==> config.mk <==
export PLATFORM = sky130hd
export DESIGN_NAME = wildcard_byte_pattern_search
export DESIGN_NICKNAME = d
export VERILOG_FILES = /design/src/rtl/wbps_pkg.sv /design/src/rtl/wbps_window.sv /design/src/rtl/wbps_match.sv /design/src/rtl/wildcard_byte_pattern_search.sv
export VERILOG_INCLUDE_DIRS = /design/src /design/src/rtl
export SDC_FILE = /design/constraint.sdc
export NUM_CORES = 1
export LEC_CHECK = 0
export BUFFER_PORTS_ARGS = -buffer_cell sky130_fd_sc_hd__buf_2
export CORE_ASPECT_RATIO = 2
export CORE_UTILIZATION = 44
export DETAILED_ROUTE_END_ITERATION = 12
export PLACE_DENSITY = 0.72
export SLEW_MARGIN = 20
export SYNTH_ARGS = -nofsm -noshare
export SYNTH_HDL_FRONTEND = slang
export SYNTH_SLANG_ARGS = --single-unit
==> constraint.sdc <==
create_clock -name clk -period 7.8 [get_ports clk]
set_input_delay 2.34 -clock clk [delete_from_list [all_inputs] [get_ports clk]]
set_output_delay 2.34 -clock clk [all_outputs]
set_load 0.005 [all_outputs]
==> src/rtl/wildcard_byte_pattern_search_assert.svh <==
// Assertion macros for the wildcard byte pattern search RTL.
// Each macro expects signals named clk and rst in the scope where it is used.
`ifndef WILDCARD_BYTE_PATTERN_SEARCH_ASSERT_SVH
`define WILDCARD_BYTE_PATTERN_SEARCH_ASSERT_SVH
`ifndef SYNTH
`define WBPS_ASSERT_IMP(lbl, ante, cons, msg) \
  lbl: assert property (@(posedge clk) disable iff (rst) (ante) |-> (cons)) else $error(msg);
`define WBPS_ASSERT_NEXT(lbl, ante, cons, msg) \
  lbl: assert property (@(posedge clk) disable iff (rst) (ante) |=> (cons)) else $error(msg);
`else
`define WBPS_ASSERT_IMP(lbl, ante, cons, msg)
`define WBPS_ASSERT_NEXT(lbl, ante, cons, msg)
`endif
`endif

==> src/rtl/wbps_pkg.sv <==
`timescale 1ns / 1ps
package wbps_pkg;

  localparam int MAX_PATTERN_BYTES = 16;
  localparam int OFFSET_BITS = 32;

  localparam int BYTE_W = 8;
  localparam int LEN_W = 5;
  localparam int OFFSET_FIELD_BITS = 32;
  localparam int CFG_DATA_W = 64;
  localparam int CFG_INDEX_W = 3;
  localparam int WIN_IDX_W = (MAX_PATTERN_BYTES > 1) ? $clog2(MAX_PATTERN_BYTES) : 1;
  localparam int CAP_W = (OFFSET_BITS > OFFSET_FIELD_BITS) ? OFFSET_BITS : OFFSET_FIELD_BITS;

  localparam logic [CFG_INDEX_W-1:0] REG_PATTERN_LOW     = 3'd0;
  localparam logic [CFG_INDEX_W-1:0] REG_PATTERN_HIGH    = 3'd1;
  localparam logic [CFG_INDEX_W-1:0] REG_PATTERN_LENGTH  = 3'd2;
  localparam logic [CFG_INDEX_W-1:0] REG_WILDCARD_VALUE  = 3'd3;
  localparam logic [CFG_INDEX_W-1:0] REG_WILDCARD_ENABLE = 3'd4;

  typedef logic [MAX_PATTERN_BYTES-1:0][BYTE_W-1:0] win_t;

  typedef struct packed {
    logic [CFG_DATA_W-1:0] pattern_high;
    logic [CFG_DATA_W-1:0] pattern_low;
    logic [LEN_W-1:0]      pattern_length;
    logic [BYTE_W-1:0]     wildcard_value;
    logic                  wildcard_enable;
  } cfg_t;

  typedef struct packed {
    logic                   reported;
    logic [OFFSET_BITS-1:0] bytes_seen;
  } scan_t;

  typedef struct packed {
    logic                         hit;
    logic [OFFSET_FIELD_BITS-1:0] offset;
  } match_t;

endpackage

==> src/rtl/wbps_window.sv <==
`timescale 1ns / 1ps
module wbps_window (
  input  logic                         clk,
  input  logic                         rst,
  input  logic                         step,
  input  logic [wbps_pkg::BYTE_W-1:0]  data_byte,
  input  logic                         last_byte,
  input  logic                         hit,
  output wbps_pkg::win_t               cur,
  output wbps_pkg::scan_t              scan
);
  import wbps_pkg::*;

  win_t                   win;
  logic [OFFSET_BITS-1:0] bytes_seen;
  logic                   reported;

  always_comb begin
    cur[0] = data_byte;
    for (int i = 1; i < MAX_PATTERN_BYTES; i++) begin
      cur[i] = win[i-1];
    end
  end

  assign scan.reported = reported;
  assign scan.bytes_seen = bytes_seen;

  always_ff @(posedge clk) begin
    if (rst) begin
      win <= '0;
      bytes_seen <= '0;
      reported <= 1'b0;
    end else if (step) begin
      if (last_byte) begin
        win <= '0;
        bytes_seen <= '0;
        reported <= 1'b0;
      end else begin
        win <= cur;
        if (bytes_seen != {OFFSET_BITS{1'b1}}) begin
          bytes_seen <= bytes_seen + OFFSET_BITS'(1);
        end
        if (hit) begin
          reported <= 1'b1;
        end
      end
    end
  end

endmodule

==> src/rtl/wbps_match.sv <==
`timescale 1ns / 1ps
module wbps_match (
  input  wbps_pkg::cfg_t   cfg,
  input  wbps_pkg::win_t   cur,
  input  wbps_pkg::scan_t  scan,
  output wbps_pkg::match_t result
);
  import wbps_pkg::*;

  localparam logic [CAP_W-1:0] FIELD_MAX = CAP_W'({OFFSET_FIELD_BITS{1'b1}});

  logic [2*CFG_DATA_W-1:0] pattern;
  logic [LEN_W-1:0]        len;
  logic                    len_ok;
  logic                    enough;
  logic                    bytes_ok;
  logic [OFFSET_BITS-1:0]  off;
  logic [CAP_W-1:0]        off_wide;

  assign pattern = {cfg.pattern_high, cfg.pattern_low};
  assign len = cfg.pattern_length;
  assign len_ok = (len != '0) && (len <= LEN_W'(MAX_PATTERN_BYTES));
  assign enough = ({1'b0, scan.bytes_seen} + (OFFSET_BITS+1)'(1))
                  >= (OFFSET_BITS+1)'(len);

  always_comb begin
    logic [LEN_W-1:0]     idx;
    logic [BYTE_W-1:0]    p;
    bytes_ok = 1'b1;
    for (int j = 0; j < MAX_PATTERN_BYTES; j++) begin
      idx = len - LEN_W'(1) - LEN_W'(j);
      p = pattern[j*BYTE_W +: BYTE_W];
      if (LEN_W'(j) < len) begin
        if (!(cfg.wildcard_enable && p == cfg.wildcard_value)) begin
          if (p != cur[idx[WIN_IDX_W-1:0]]) begin
            bytes_ok = 1'b0;
          end
        end
      end
    end
  end

  always_comb begin
    if (scan.bytes_seen == {OFFSET_BITS{1'b1}}) begin
      off = {OFFSET_BITS{1'b1}};
    end else begin
      off = scan.bytes_seen - OFFSET_BITS'(len - LEN_W'(1));
    end
    off_wide = CAP_W'(off);
    if (off_wide > FIELD_MAX) begin
      result.offset = {OFFSET_FIELD_BITS{1'b1}};
    end else begin
      result.offset = off_wide[OFFSET_FIELD_BITS-1:0];
    end
  end

  assign result.hit = len_ok && enough && bytes_ok;

endmodule

==> src/rtl/wildcard_byte_pattern_search.sv <==
`timescale 1ns / 1ps
// Streams a buffer one byte per beat and reports the first place where the
// configured pattern of up to 16 bytes occurs, with wildcard pattern bytes
// matching anything when wildcard mode is on. Each buffer gives one result
// beat: found with the start offset, at the byte that completes the match,
// or not found, at the buffer's last byte; bytes after a match give nothing.
// The block takes one byte every clock cycle while the result side keeps up.
// A byte passes an input register, is compared against all pattern positions
// in parallel, combinationally, and its result is loaded into the output
// register once that register is free. A result held by the master side stalls
// the input register and with it the slave side. Write configuration only
// while the block is idle.
module wildcard_byte_pattern_search (
  input  logic                                    clk,
  input  logic                                    rst,
  input  logic                                    cfg_we,
  input  logic [wbps_pkg::CFG_INDEX_W-1:0]        cfg_index,
  input  logic [wbps_pkg::CFG_DATA_W-1:0]         cfg_data,
  input  logic                                    s_tvalid,
  output logic                                    s_tready,
  input  logic [7:0]                              s_tdata,  // data_byte
  input  logic                                    s_tlast,  // last_byte
  output logic                                    m_tvalid,
  input  logic                                    m_tready,
  output logic [wbps_pkg::OFFSET_FIELD_BITS-1:0]  m_tdata,  // match_offset
  output logic                                    m_tuser   // match_found
);
  import wbps_pkg::*;

  `include "wildcard_byte_pattern_search_assert.svh"

  cfg_t                  cfg;
  logic                  in_v;
  logic [BYTE_W-1:0]     in_data;
  logic                  in_last;
  logic                  free;
  logic                  go;
  logic                  emit;
  win_t                  cur;
  scan_t                 scan;
  match_t                result;
  logic                  out_v;
  logic                  out_found;
  logic [OFFSET_FIELD_BITS-1:0] out_offset;

  always_ff @(posedge clk) begin
    if (rst) begin
      cfg <= '0;
    end else if (cfg_we) begin
      case (cfg_index)
        REG_PATTERN_LOW:     cfg.pattern_low <= cfg_data;
        REG_PATTERN_HIGH:    cfg.pattern_high <= cfg_data;
        REG_PATTERN_LENGTH:  cfg.pattern_length <= cfg_data[LEN_W-1:0];
        REG_WILDCARD_VALUE:  cfg.wildcard_value <= cfg_data[BYTE_W-1:0];
        REG_WILDCARD_ENABLE: cfg.wildcard_enable <= cfg_data[0];
        default: ;
      endcase
    end
  end

  assign free = !out_v || m_tready;
  assign go = in_v && free;
  assign s_tready = !in_v || go;

  always_ff @(posedge clk) begin
    if (rst) begin
      in_v <= 1'b0;
    end else if (s_tready) begin
      in_v <= s_tvalid;
    end
  end

  always_ff @(posedge clk) begin
    if (s_tvalid && s_tready) begin
      in_data <= s_tdata;
      in_last <= s_tlast;
    end
  end

  wbps_window u_window (
    .clk       (clk),
    .rst       (rst),
    .step      (go),
    .data_byte (in_data),
    .last_byte (in_last),
    .hit       (result.hit),
    .cur       (cur),
    .scan      (scan)
  );

  wbps_match u_match (
    .cfg    (cfg),
    .cur    (cur),
    .scan   (scan),
    .result (result)
  );

  assign emit = in_v && !scan.reported && (result.hit || in_last);

  always_ff @(posedge clk) begin
    if (rst) begin
      out_v <= 1'b0;
    end else if (free) begin
      out_v <= emit;
    end
  end

  always_ff @(posedge clk) begin
    if (free && emit) begin
      out_found <= result.hit;
      out_offset <= result.hit ? result.offset : '0;
    end
  end

  assign m_tvalid = out_v;
  assign m_tuser = out_found;
  assign m_tdata = out_offset;

  `WBPS_ASSERT_IMP(a_miss_offset_zero, out_v && !out_found, out_offset == '0, "miss beat carries a nonzero offset")
  `WBPS_ASSERT_IMP(a_found_needs_length, out_v && out_found, (cfg.pattern_length != '0) && (cfg.pattern_length <= LEN_W'(MAX_PATTERN_BYTES)), "match reported with an unusable pattern length")
  `WBPS_ASSERT_NEXT(a_hit_sets_reported, go && !scan.reported && result.hit && !in_last, scan.reported, "match did not mark the buffer as reported")
  `WBPS_ASSERT_IMP(a_stall_only_when_full, !s_tready, out_v && !m_tready && in_v, "input stalled while the result register could advance")

endmodule

==> results.md, run 1 <==
- Detailed placer's ending HPWL: 66600 um
- Dominant synthesized flop cell: sky130_fd_sc_hd__dfxtp_1
- Area added between synthesis and finish: 8.66%
- Total grt overflow: 0
- Number of cells on the worst reg-to-reg path: 16
- Maximum number of pins on one net before global-route repair: 151
- Register bit total from synthesis: 339
- Worst Tran Pin Value: 1120 ps
- Number of hold-slack violations in the final timing report: 0
- Clock buffer depth: 3
- Number of fill cells: 5355
- Wire length of the first global-routing pass: 133000 um
- Flop-to-flop setup slack: 1370 ps
- Post-Place Cell Area: 0.0256 sq mm
- Biggest fanout along the worst timing path: 119
- Number of placed I/O pins: 116
- Standard-cell row count: 122
- Data arrival time of the critical path: 6700 ps
- Internal Pwr Total: 2.90 mW
- Async set-reset flop share out of synthesis: 0
- Share of final-layout standard cells stronger than drive strength 1: 0.141
- Total Routed Length: 90200 um
- Endpoint kind of the worst setup timing path: flop
- Peak per-stage delay on the critical path: 790 ps
- Number of buffer cells added on primary ports: 115
- Cell mode on critical path: sky130_fd_sc_hd__mux2i_1
- Sequential cell fraction of total power: 0.447
- Number of clock sinks: 339
- Accumulated negative setup slack: 0 ps
- Post-layout utilization of the core: 0.482
- Final Wtd Congestion: 1.06
- Crit path required time: 8070 ps
- CTS Hold Buffers Added: 0
- Share of the yosys chip area belonging to registers: 0.294
- Final instance area: 0.0266 sq mm
- Number of buffers inserted by post-CTS setup repair: 0
- Number of nets produced by synthesis: 2988
- TritonCTS clock tree: done
- Antenna violations before repair: 1
- Source of the critical timing path: cfg[10]$_SDFFE_PP0P_
- Overall Global Routing Usage: 0.317
- # resized after CTS: 0
- Syn Inst Count: 2867
- Switching portion of total power: 0.294
- Startpoint-to-endpoint class of the critical path: reg2reg
- Via count of the first global-routing pass: 21300
- Worst-skew pair later-pin latency: 640 ps
- PnR worst setup slack: 1370 ps
- Kind of path behind the tightest hold check: reg2reg
- Final Setup Violations: 0
- Number of detailed-route iterations in the first pass: 6
- Clk root buf: sky130_fd_sc_hd__clkbuf_16
- Power dissipated by switching net loads: 1.21 mW
- Startpoint kind of the worst setup timing path: flop
- Net count, final: 2965
- VDD IR-drop max: 157 uV
- Worst r2r dst: m_tdata[4]$_SDFFCE_PN0P_
- H-tree levels: 1
- Startpoint of the lowest-slack register-to-register path: cfg[10]$_SDFFE_PP0P_
- Setup WS pre-CTS: 1550 ps
- Floorplan die area: 0.0567 sq mm
- Buffers & Inverters on Critical Path: 4
- Worst Setup EP: m_tdata[4]$_SDFFCE_PN0P_
- Max-capacitance violation count: 0
- DRT iter0 DRCs: 1616
- Final worst path period share: 0.824
- Sequential cell area: 0.00721 sq mm
- Status: completed
- Clk_skew: 19.0 ps
- Clock transition time at the flip-flop clock pins of the worst setup and hold paths: 70 ps
- Setup repair after global routing missed its margin: false
- Highest-delay cell along the critical path: sky130_fd_sc_hd__ha_4
- Starting Density: 0.444
- Final min period: 6430 ps
- Overall via count from detail_route: 21900
- Via-to-Cell Ratio: 6.07
- Share of power burned in the clock network: 0.400
- Remaining antenna violation count: 0
- Power share of the combinational group: 0.153
- Power per cell area: 154 mW/mm^2
- Peak clock frequency supported by timing: 0.156 GHz
- Synthesized area per cell: 8.55 sq um
- Static power due to leakage: 9.52 nW
- Count of warnings emitted by yosys: 0
- Combined area of the multi-input logic cells: 0.0164 sq mm
- Routed length per placed instance: 25.0 um
- Post-synthesis instance area: 0.0245 sq mm
- Number of max-slew violations in the final report: 0
- Cell depth of the worst setup path: 16
- Drt drc: 0
- EDFF count, synth: 42
- Std-Cell Core Area: 0.0553 sq mm
- Chip Height: 336 um
- TritonCTS Buffers: 31
- Headroom to the max-slew limit: 0.255
- Unique masters post-synth: 65
- Overall die width: 169 um
- CP Cell Sequence: buf_4, inv_1, ha_4, buf_12, mux2i_1, mux2i_1, mux2i_1, mux2i_1, xnor2_1, nand4_1, o21ai_1, o2111ai_1, or4_1, or3_2, a211oi_4, buf_4
- Kind of cell adding the most delay to the critical path: simple AND/OR/NAND/NOR gates
[worst reg2reg max path, cell delays in order, from the launching register on]
cell and delay (ps):
sky130_fd_sc_hd__dfxtp_1 310, sky130_fd_sc_hd__buf_4 190, sky130_fd_sc_hd__inv_1 160, sky130_fd_sc_hd__ha_4 790, sky130_fd_sc_hd__buf_12 580, sky130_fd_sc_hd__mux2i_1 540
sky130_fd_sc_hd__mux2i_1 200, sky130_fd_sc_hd__mux2i_1 280, sky130_fd_sc_hd__mux2i_1 140, sky130_fd_sc_hd__xnor2_1 520, sky130_fd_sc_hd__nand4_1 160, sky130_fd_sc_hd__o21ai_1 150
sky130_fd_sc_hd__o2111ai_1 130, sky130_fd_sc_hd__or4_1 640, sky130_fd_sc_hd__or3_2 570, sky130_fd_sc_hd__a211oi_4 240, sky130_fd_sc_hd__buf_4 430
[worst min path at each step]
stage,slack (ps),startpoint,depth (start not counted),end
after global placement,480,u_window.cur[97]$_SDFFE_PP0P_,2,u_window.cur[105]$_SDFFE_PP0P_
after CTS,500,u_window.cur[97]$_SDFFE_PP0P_,2,u_window.cur[105]$_SDFFE_PP0P_
after global routing,520,cfg[61]$_SDFFE_PP0P_,2,cfg[61]$_SDFFE_PP0P_
final,500,u_window.cur[97]$_SDFFE_PP0P_,2,u_window.cur[105]$_SDFFE_PP0P_
after floorplan,460,u_window.cur[123]$_SDFFE_PP0P_,2,u_window.cur[123]$_SDFFE_PP0P_
after detailed placement,490,u_window.cur[97]$_SDFFE_PP0P_,2,u_window.cur[105]$_SDFFE_PP0P_
[power by group through the flow]
stage	Combinational [mW]	Clock, mW	Sequential, mW
3_5_place_dp	0.619	0	1.88
4_1_cts	0.621	1.66	1.84
2_1_floorplan	0.450	0	1.86
3_3_place_gp	0.616	0	1.88
5_1_grt	0.671	1.72	1.84
6_report	0.630	1.64	1.84
[routing by layer]
layer | part of all wire | track usage | vias up
met1 | 0.33 | 0.303 | 10600
li1 | - | - | 10100
met5 | 0.00012 | 0 | -
met4 | 0.10 | 0.292 | 2
met3 | 0.054 | 0.0526 | 366
met2 | 0.52 | 0.574 | 836
[metrics by stage]
stage / std cells / hold WS (ps) / total power [mW]
floorplan: 2867 / 457 / 2.31
global placement: 3555 / 480 / 2.49
detailed placement: 3555 / 488 / 2.49
CTS: 3612 / 497 / 4.12
global route: 3612 / 523 / 4.23
finish: 3613 / 498 / 4.11
[registers in the layout, summed over array words and instances, names as in the netlist]
register	flops
cfg	142
u_window.cur	120
m_tdata	32
u_window.bytes_seen	32
in_data	8
in_last	1
in_v	1
m_tuser	1
m_tvalid	1
u_window.reported	1
[Yosys cell counts, types with 8 or more instances]
master	instances	area share
sky130_fd_sc_hd__nor4_1	27	0.0069
sky130_fd_sc_hd__xnor2_1	189	0.067
sky130_fd_sc_hd__a21oi_1	361	0.074
sky130_fd_sc_hd__nor2_1	91	0.014
sky130_fd_sc_hd__inv_1	25	0.0038
sky130_fd_sc_hd__clkbuf_1	144	0.022
sky130_fd_sc_hd__nor3_1	27	0.0055
sky130_fd_sc_hd__mux4_2	108	0.099
sky130_fd_sc_hd__and3_1	10	0.0026
sky130_fd_sc_hd__mux2_2	25	0.011
sky130_fd_sc_hd__buf_4	10	0.0031
sky130_fd_sc_hd__xor2_1	116	0.041
sky130_fd_sc_hd__a21oi_2	29	0.010
sky130_fd_sc_hd__a21o_1	18	0.0055
sky130_fd_sc_hd__ha_1	40	0.020
sky130_fd_sc_hd__nand3_1	37	0.0076
sky130_fd_sc_hd__nand2_1	614	0.094
sky130_fd_sc_hd__and2_1	8	0.0020
sky130_fd_sc_hd__o21ai_0	76	0.016
sky130_fd_sc_hd__a31oi_1	20	0.0051
sky130_fd_sc_hd__buf_1	20	0.0031
sky130_fd_sc_hd__nor2b_1	28	0.0071
sky130_fd_sc_hd__buf_2	35	0.0071
sky130_fd_sc_hd__a211oi_1	28	0.0086
sky130_fd_sc_hd__nand4_1	52	0.013
sky130_fd_sc_hd__edfxtp_1	42	0.051
sky130_fd_sc_hd__mux2i_1	287	0.12
sky130_fd_sc_hd__dfxtp_1	297	0.24
sky130_fd_sc_hd__nand3b_1	14	0.0043
[placed cells by master, fill, tap and decap left out, types with 5 or more instances in the layout]
cell                        Yosys  routed
sky130_fd_sc_hd__a211oi_1      28      28
sky130_fd_sc_hd__a21o_1        18      18
sky130_fd_sc_hd__a21oi_1      361     361
sky130_fd_sc_hd__a21oi_2       29      29
sky130_fd_sc_hd__a22oi_1        6       6
sky130_fd_sc_hd__a31oi_1       20      20
sky130_fd_sc_hd__and2_1         8       6
sky130_fd_sc_hd__and3_1        10      10
sky130_fd_sc_hd__buf_2         35     114
sky130_fd_sc_hd__buf_4         10      41
sky130_fd_sc_hd__clkbuf_16      0      33
sky130_fd_sc_hd__dfxtp_1      297     295
sky130_fd_sc_hd__edfxtp_1      42      42
sky130_fd_sc_hd__ha_1          40      39
sky130_fd_sc_hd__inv_1         25      25
sky130_fd_sc_hd__inv_4          1       5
sky130_fd_sc_hd__mux2_2        25      25
sky130_fd_sc_hd__mux2i_1      287     287
sky130_fd_sc_hd__mux4_2       108     108
sky130_fd_sc_hd__nand2_1      614     612
sky130_fd_sc_hd__nand2b_1       5       5
sky130_fd_sc_hd__nand3_1       37      37
sky130_fd_sc_hd__nand3b_1      14      14
sky130_fd_sc_hd__nand4_1       52      52
sky130_fd_sc_hd__nor2_1        91      90
sky130_fd_sc_hd__nor2b_1       28      28
sky130_fd_sc_hd__nor3_1        27      27
sky130_fd_sc_hd__nor4_1        27      26
sky130_fd_sc_hd__o21ai_0       76      75
sky130_fd_sc_hd__or3_1          6       5
sky130_fd_sc_hd__xnor2_1      189     187
sky130_fd_sc_hd__xnor2_4        4       6
sky130_fd_sc_hd__xor2_1       116     116
[kinds of logic (layout without fill, tap and decap cells)]
logic type / after synthesis / in the layout / synth area share
and+or+nand+nor: 932 / 932 / 0.164
AOI/OAI and AO/OA: 580 / 580 / 0.135
muxes: 421 / 421 / 0.228
DFF: 339 / 339 / 0.294
xor gates and xnor gates: 311 / 311 / 0.115
buffers and inverters: 243 / 244 / 0.0424
adders and majority gates: 41 / 41 / 0.0208
other: 0 / 1 / 0
[layout make-up]
| cell class | instances | area share |
|---|---|---|
| Multi-Input combinational cell | 2285 | 0.615 |
| Sequential cell | 339 | 0.271 |
| Timing Repair Buffer | 159 | 0.0360 |
| Tap cell | 744 | 0.0349 |
| Clock buffer | 39 | 0.0326 |
| Clock inverter | 18 | 0.00700 |
| Inverter | 28 | 0.00404 |
| Antenna cell | 1 | 0.0000939 |
Note: power is estimated with default switching activity, not from simulation.
==> inputs of run 2 (changes only) <==
- clock period: 7.8 -> 5.9 ns (I/O delays scaled with it)
==> run 2 against run 1 <==
- the run now ends with DRC left
- die area did not move
- hold slack got worse by 4.3 ps
- global-route usage is 0.85 points lower
- largest power group unchanged
- largest cell class unchanged
- non-clock buffer count up 29
- final area rose by 1.1%
- setup slack got worse by 1100 ps
- critical path depth down 1
- sequential power increased by 32%
- highest routed layer is now met4
- total power is 34% higher
- cell count increased by 0.66%
- wire length fell by 2.7%
==> results.md, run 2 (synthesis gave the netlist of run 1 again) <==
- Worst r2r dst: m_tdata[31]$_SDFFCE_PN0P_
- Drt drc: 1
- Flop-to-flop setup slack: 280 ps
- Final hold slack: 494 ps
- Clk root buf: sky130_fd_sc_hd__clkbuf_16
- CTS Hold Buffers Added: 0
- Overall die width: 169 um
- Number of buffers inserted by post-CTS setup repair: 0
- H-tree levels: 1
- Status: finished, violations left
- Area added between synthesis and finish: 9.87%
- Standard-cell row count: 122
- Routed length per placed instance: 24.1 um
- Startpoint kind of the worst setup timing path: flop
- Static power due to leakage: 9.68 nW
- DP Cell Count: 3584
- VDD IR-drop max: 222 uV
- Source of the critical timing path: cfg[9]$_SDFFE_PP0P_
- Total grt overflow: 0
- TritonCTS Buffers: 30
- Startpoint of the lowest-slack register-to-register path: cfg[9]$_SDFFE_PP0P_
- Number of clock sinks: 339
- Via-to-Cell Ratio: 6.07
- Detailed placer's ending HPWL: 63400 um
- Share of final-layout standard cells stronger than drive strength 1: 0.149
- Clk_skew: 36.1 ps
- Worst-skew pair later-pin latency: 650 ps
- # resized after CTS: 0
- Via count of the first global-routing pass: 21200
- Power per cell area: 205 mW/mm^2
- Net count, final: 2993
- Max-capacitance violation count: 0
- Number of fill cells: 5297
- Ant diodes: 0
- Accumulated negative setup slack: 0 ps
- Kind of path behind the tightest hold check: reg2reg
- Final worst path period share: 0.953
- TritonCTS clock tree: done
- Post-route insts no fill: 3637
- Clock buffer depth: 3
- Total Routed Length: 87700 um
- Setup repair after global routing missed its margin: false
- Floorplan die area: 0.0567 sq mm
- Most flops, register: cfg
- Final Wtd Congestion: 1.04
- Peak clock frequency supported by timing: 0.178 GHz
- Std-Cell Core Area: 0.0553 sq mm
- Number of cells on the worst reg-to-reg path: 15
- DRT iter0 DRCs: 1842
- Data arrival time of the critical path: 5940 ps
- Number of detailed-route iterations in the first pass: 9
- Clock transition time at the flip-flop clock pins of the worst setup and hold paths: 70 ps
- Biggest fanout along the worst timing path: 50
- Remaining antenna violation count: 0
- Final min period: 5620 ps
- Most used cells in the layout excluding fill and tap cells: 612 x sky130_fd_sc_hd__nand2_1, 361 x sky130_fd_sc_hd__a21oi_1, 294 x sky130_fd_sc_hd__dfxtp_1
- Peak per-stage delay on the critical path: 650 ps
- Overall via count from detail_route: 22100
- Starting Density: 0.444
- Headroom to the max-slew limit: 0.223
- Most common cell after layout, fill and taps aside: sky130_fd_sc_hd__nand2_1
- Chip Height: 336 um
- Antenna violations before repair: 2
- Final Setup Violations: 0
- Number of placed I/O pins: 116
- Maximum number of pins on one net before global-route repair: 151
- CP Cell Sequence: clkinv_4, ha_4, buf_12, mux4_2, mux2i_1, mux2i_1, xor2_1, nor4_1, nand2_1, nand3_1, nand4_1, or4_1, or3_2, a211oi_4, buf_12
- Endpoint kind of the worst setup timing path: flop
- Startpoint-to-endpoint class of the critical path: reg2reg
- Worst Setup EP: m_tdata[31]$_SDFFCE_PN0P_
- Number of buffer cells added on primary ports: 115
- Highest-delay cell along the critical path: sky130_fd_sc_hd__or3_2
- Overall Global Routing Usage: 0.308
- Failing checks: DRC
- Number of hold-slack violations in the final timing report: 0
- Wire length of the first global-routing pass: 130000 um
- Crit path required time: 6220 ps
- Number of max-slew violations in the final report: 0
- Worst Tran Pin Value: 1160 ps
- Number of flip-flops in the largest register: 142
-- run 2: changes by cell type in the layout (fill, tap and decap cells not counted), moves of 3 or more --
| cell | change |
|---|---|
| sky130_fd_sc_hd__o21ai_1 | +5 |
| sky130_fd_sc_hd__clkbuf_8 | +3 |
| sky130_fd_sc_hd__buf_4 | +25 |
| sky130_fd_sc_hd__inv_6 | -4 |
| sky130_fd_sc_hd__o21ai_0 | -5 |
| sky130_fd_sc_hd__buf_12 | +4 |
-- run 2: area by class of cell --
type                            count  area (sq um)  share of cell area
Tap cell                          744           931              0.0345
Clock inverter                     12           179             0.00664
Timing Repair Buffer              188          1230              0.0455
Clock buffer                       41           906              0.0336
Inverter                           28           113             0.00418
Sequential cell                   339          7210               0.268
Multi-Input combinational cell   2285         16400               0.608
-- run 2: routing by layer --
metal,vias to the layer above,track usage,wire [um]
li1,10100,-,-
met1,10700,0.298,28300
met2,913,0.557,45200
met3,339,0.0584,5690
met4,0,0.266,8490
met5,-,0,0
-- run 2: power breakdown --
group / internal, mW / switching (mW)
clock network: 1.25 / 0.985
logic: 0.333 / 0.528
registers: 2.37 / 0.0558
-- run 2: stage by stage --
stage	instance area, sq um	setup slack [ps]	power (mW)	util
after global placement	25900	635	3.31	0.468
after CTS	26900	523	5.51	0.487
after floorplan	24600	11.4	3.06	-
after detailed placement	25900	574	3.32	0.468
final	26900	278	5.52	0.488
after global routing	26900	115	5.70	0.488
-- run 2: critical path: cells and delay by family, from the launching register on --
kind | cells | cell delay, ps
flip-flops | 1 | 380
adder cells (fa/ha/maj) | 1 | 570
XOR/XNOR | 1 | 190
AND/OR/NAND/NOR | 6 | 1880
AO/OA/AOI/OAI | 1 | 340
multiplexers | 3 | 1180
buffers and inverters | 3 | 680
-- run 2: worst min-delay path by stage --
stage | startpoint | to | cells after the start
2_1_floorplan | u_window.cur[123]$_SDFFE_PP0P_ | u_window.cur[123]$_SDFFE_PP0P_ | 2
3_3_place_gp | cfg[45]$_SDFFE_PP0P_ | cfg[45]$_SDFFE_PP0P_ | 2
3_5_place_dp | cfg[14]$_SDFFE_PP0P_ | cfg[14]$_SDFFE_PP0P_ | 2
4_1_cts | cfg[45]$_SDFFE_PP0P_ | cfg[45]$_SDFFE_PP0P_ | 2
5_1_grt | cfg[123]$_SDFFE_PP0P_ | cfg[123]$_SDFFE_PP0P_ | 2
6_report | cfg[45]$_SDFFE_PP0P_ | cfg[45]$_SDFFE_PP0P_ | 2
==> inputs of run 3 (changes only) <==
- SYNTH_HIERARCHICAL: unset -> 1
==> run 3 against run 2 <==
- die area is 1.0% higher
- setup slack worse by 16 ps
- register-to-register slack worse by 20 ps
- the flow now finishes without violations
- cell count is 2.2% lower
- final area is 0.56% higher
- critical path type unchanged
- sequential power hardly changed
- hold slack better by 10 ps
==> results.md, run 3 <==
- Starting Density: 0.447
- Final Wtd Congestion: 1.05
- Worst Hold Path Cells: 2
- Syn Inst Count: 2781
- Detailed placer's ending HPWL: 64400 um
- Top cell type's share of synthesized area: 0.240
- Remaining antenna violation count: 0
- Count of warnings emitted by yosys: 6
- Static power due to leakage: 10.4 nW
- Final instance area: 0.0271 sq mm
- Via-to-Cell Ratio: 6.24
- Max-capacitance violation count: 0
- Crit path required time: 6160 ps
- Power share of the combinational group: 0.140
- Clk_skew: 29.2 ps
- Met3 demand-to-capacity share in global routing: 0.0591
- Power per cell area: 199 mW/mm^2
- Worst Tran Pin Value: 1270 ps
- Number of fill cells: 5315
- EDFF count, synth: 42
- Number of placed I/O pins: 116
- Synthesized area per cell: 8.91 sq um
- Startpoint kind of the worst setup timing path: flop
- Ranking of synthesized cells by area: sky130_fd_sc_hd__dfxtp_1 24%, sky130_fd_sc_hd__mux4_2 13%, sky130_fd_sc_hd__mux2i_1 7.5%
- CP Cell Sequence: inv_1, ha_4, buf_12, buf_12, mux2i_1, a21oi_1, mux4_2, xor2_1, o31ai_1, nand4_1, nor4_4, o211ai_1, nor2_4, buf_12
- Post-synthesis instance area: 0.0248 sq mm
- Power dissipated by switching net loads: 1.54 mW
- Total grt overflow: 0
- Overall via count from detail_route: 22200
- Cell mode on critical path: sky130_fd_sc_hd__buf_12
- Wire length of the first global-routing pass: 131000 um
- Highest-delay cell along the critical path: sky130_fd_sc_hd__a21oi_1
- Number of cells on the worst reg-to-reg path: 14
- Clock buffer depth: 3
- Biggest fanout along the worst timing path: 33
- Internal Pwr Total: 3.86 mW
- Peak clock frequency supported by timing: 0.177 GHz
- Combined area of the multi-input logic cells: 0.0165 sq mm
- Chip Height: 338 um
- Worst-skew pair later-pin latency: 570 ps
- Dominant synthesized flop cell: sky130_fd_sc_hd__dfxtp_1
- Final hold slack: 504 ps
- Via count of the first global-routing pass: 21200
- Switching portion of total power: 0.285
- Endpoint kind of the worst setup timing path: flop
- Headroom to the max-slew limit: 0.149
- Overall die width: 170 um
- VDD IR-drop max: 201 uV
- Most repeated cell in the gate-level netlist after synthesis: sky130_fd_sc_hd__nand2_1
- # resized after CTS: 0
- Clk root buf: sky130_fd_sc_hd__clkbuf_16
- Grt peak-use layer: met2
- Antenna violations before repair: 3
- Post-route insts no fill: 3557
- Area added between synthesis and finish: 9.36%
- Number of hold-slack violations in the final timing report: 0
- DRT iter0 DRCs: 1954
- Number of max-slew violations in the final report: 0
- Std-Cell Core Area: 0.0554 sq mm
- Number of nets produced by synthesis: 2901
- Share of final-layout standard cells stronger than drive strength 1: 0.164
- Number of detailed-route iterations in the first pass: 5
- Register bit total from synthesis: 339
- Final worst path period share: 0.956
- Leading area contributor after synthesis: sky130_fd_sc_hd__dfxtp_1
- Standard-cell row count: 122
- Setup repair after global routing missed its margin: false
- Drt drc: 0
- Synth top cells by count: 479 x sky130_fd_sc_hd__nand2_1, 309 x sky130_fd_sc_hd__a21oi_1, 297 x sky130_fd_sc_hd__dfxtp_1, 186 x sky130_fd_sc_hd__mux2i_1, 176 x sky130_fd_sc_hd__xor2_1
- Net count, final: 2908
- Number of buffer cells added on primary ports: 115
- Post-Place Cell Area: 0.0259 sq mm
- DP Cell Count: 3495
- Status: completed
- Overall power: 5.40 mW
- Most flops, register: cfg
- Global routing met1 resource utilization: 0.309
- Sequential cell area: 0.00721 sq mm
- Final min period: 5640 ps
- Number of clock sinks: 339
- Most used cells in the layout excluding fill and tap cells: 479 x sky130_fd_sc_hd__nand2_1, 309 x sky130_fd_sc_hd__a21oi_1, 295 x sky130_fd_sc_hd__dfxtp_1
- Startpoint-to-endpoint class of the critical path: reg2reg
- Peak per-stage delay on the critical path: 820 ps
- Sequential cell fraction of total power: 0.447
- Ant diodes: 0
- Clock transition time at the flip-flop clock pins of the worst setup and hold paths: 70 ps
- Share of the yosys chip area belonging to registers: 0.291
- Async set-reset flop share out of synthesis: 0
- Final Setup Violations: 0
- Floorplan die area: 0.0573 sq mm
- Met2 demand-to-capacity share in global routing: 0.531
- Share of power burned in the clock network: 0.413
- TritonCTS Buffers: 34
- Kind of path behind the tightest hold check: reg2reg
- CTS Hold Buffers Added: 0
- Number of flip-flops in the largest register: 142
- Total Routed Length: 87400 um
- Number of buffers inserted by post-CTS setup repair: 0
- Routed length per placed instance: 24.6 um
- TritonCTS clock tree: done
- Overall Global Routing Usage: 0.304
- Data arrival time of the critical path: 5890 ps
- Unique masters post-synth: 91
- Most common cell after layout, fill and taps aside: sky130_fd_sc_hd__nand2_1
- H-tree levels: 2
- Maximum number of pins on one net before global-route repair: 148
- Accumulated negative setup slack: 0 ps
## run 3: changes by cell type after synthesis, sizes merged, moves of 32 or more
| cell | delta |
|---|---|
| nand2 | -133 |
| nand3 | +120 |
| mux2i | -101 |
| a21oi | -80 |
| xnor2 | -66 |
| xor2 | +61 |
| buf | +40 |
| clkbuf | -37 |
| mux4 | +36 |
| and2 | +32 |
## run 3: worst max-delay path: cells and delay by family, from the launching register on
kind,cells,cell delay (ps)
mux,2,560
fa+ha+maj,1,540
buf+inv,4,850
xor+xnor,1,70
flops,1,530
compound gates,3,1720
simple gates,3,1010
## run 3: final timing paths
path                          from                        to  slack [ps]
max            cfg[9]$_SDFFE_PP0P_  m_tdata[5]$_SDFFCE_PN0P_         260
max reg2reg    cfg[9]$_SDFFE_PP0P_  m_tdata[5]$_SDFFCE_PN0P_         260
min reg2reg  cfg[137]$_SDFFE_PP0P_     cfg[137]$_SDFFE_PP0P_         500
min          cfg[137]$_SDFFE_PP0P_     cfg[137]$_SDFFE_PP0P_         500
## run 3: final cells by class
type                       count  area share
clock buffer                  43      0.0364
inverter                      26     0.00369
clock inverter                18     0.00499
timing repair buffer         189      0.0459
multi-input combinational   2198       0.608
sequential                   339       0.266
tap                          744      0.0344
## run 3: power groups by stage
stage	combinational [mW]	clock [mW]	sequential [mW]
2_1_floorplan	0.538	0	2.44
3_3_place_gp	0.733	0	2.46
3_5_place_dp	0.737	0	2.46
4_1_cts	0.739	2.28	2.41
5_1_grt	0.803	2.36	2.41
6_report	0.755	2.23	2.41
## run 3: logic make-up after synthesis
kind of cell	synth area share
AOI/OAI and AO/OA	0.131
xor gates and xnor gates	0.111
buffers and inverters	0.0491
DFF	0.291
and+or+nand+nor	0.185
muxes	0.214
adders and majority gates	0.0197
## run 3: stage by stage
step	setup slack (ps)	utilization
2_1_floorplan	237	-
4_1_cts	459	0.489
5_1_grt	148	0.489
3_3_place_gp	586	0.468
6_report	262	0.489
3_5_place_dp	471	0.468
## run 3: layer usage
layer	vias up	part of all wire
met5	-	0.00033
met4	4	0.095
met3	345	0.066
met2	982	0.50
met1	10800	0.34
li1	10100	-
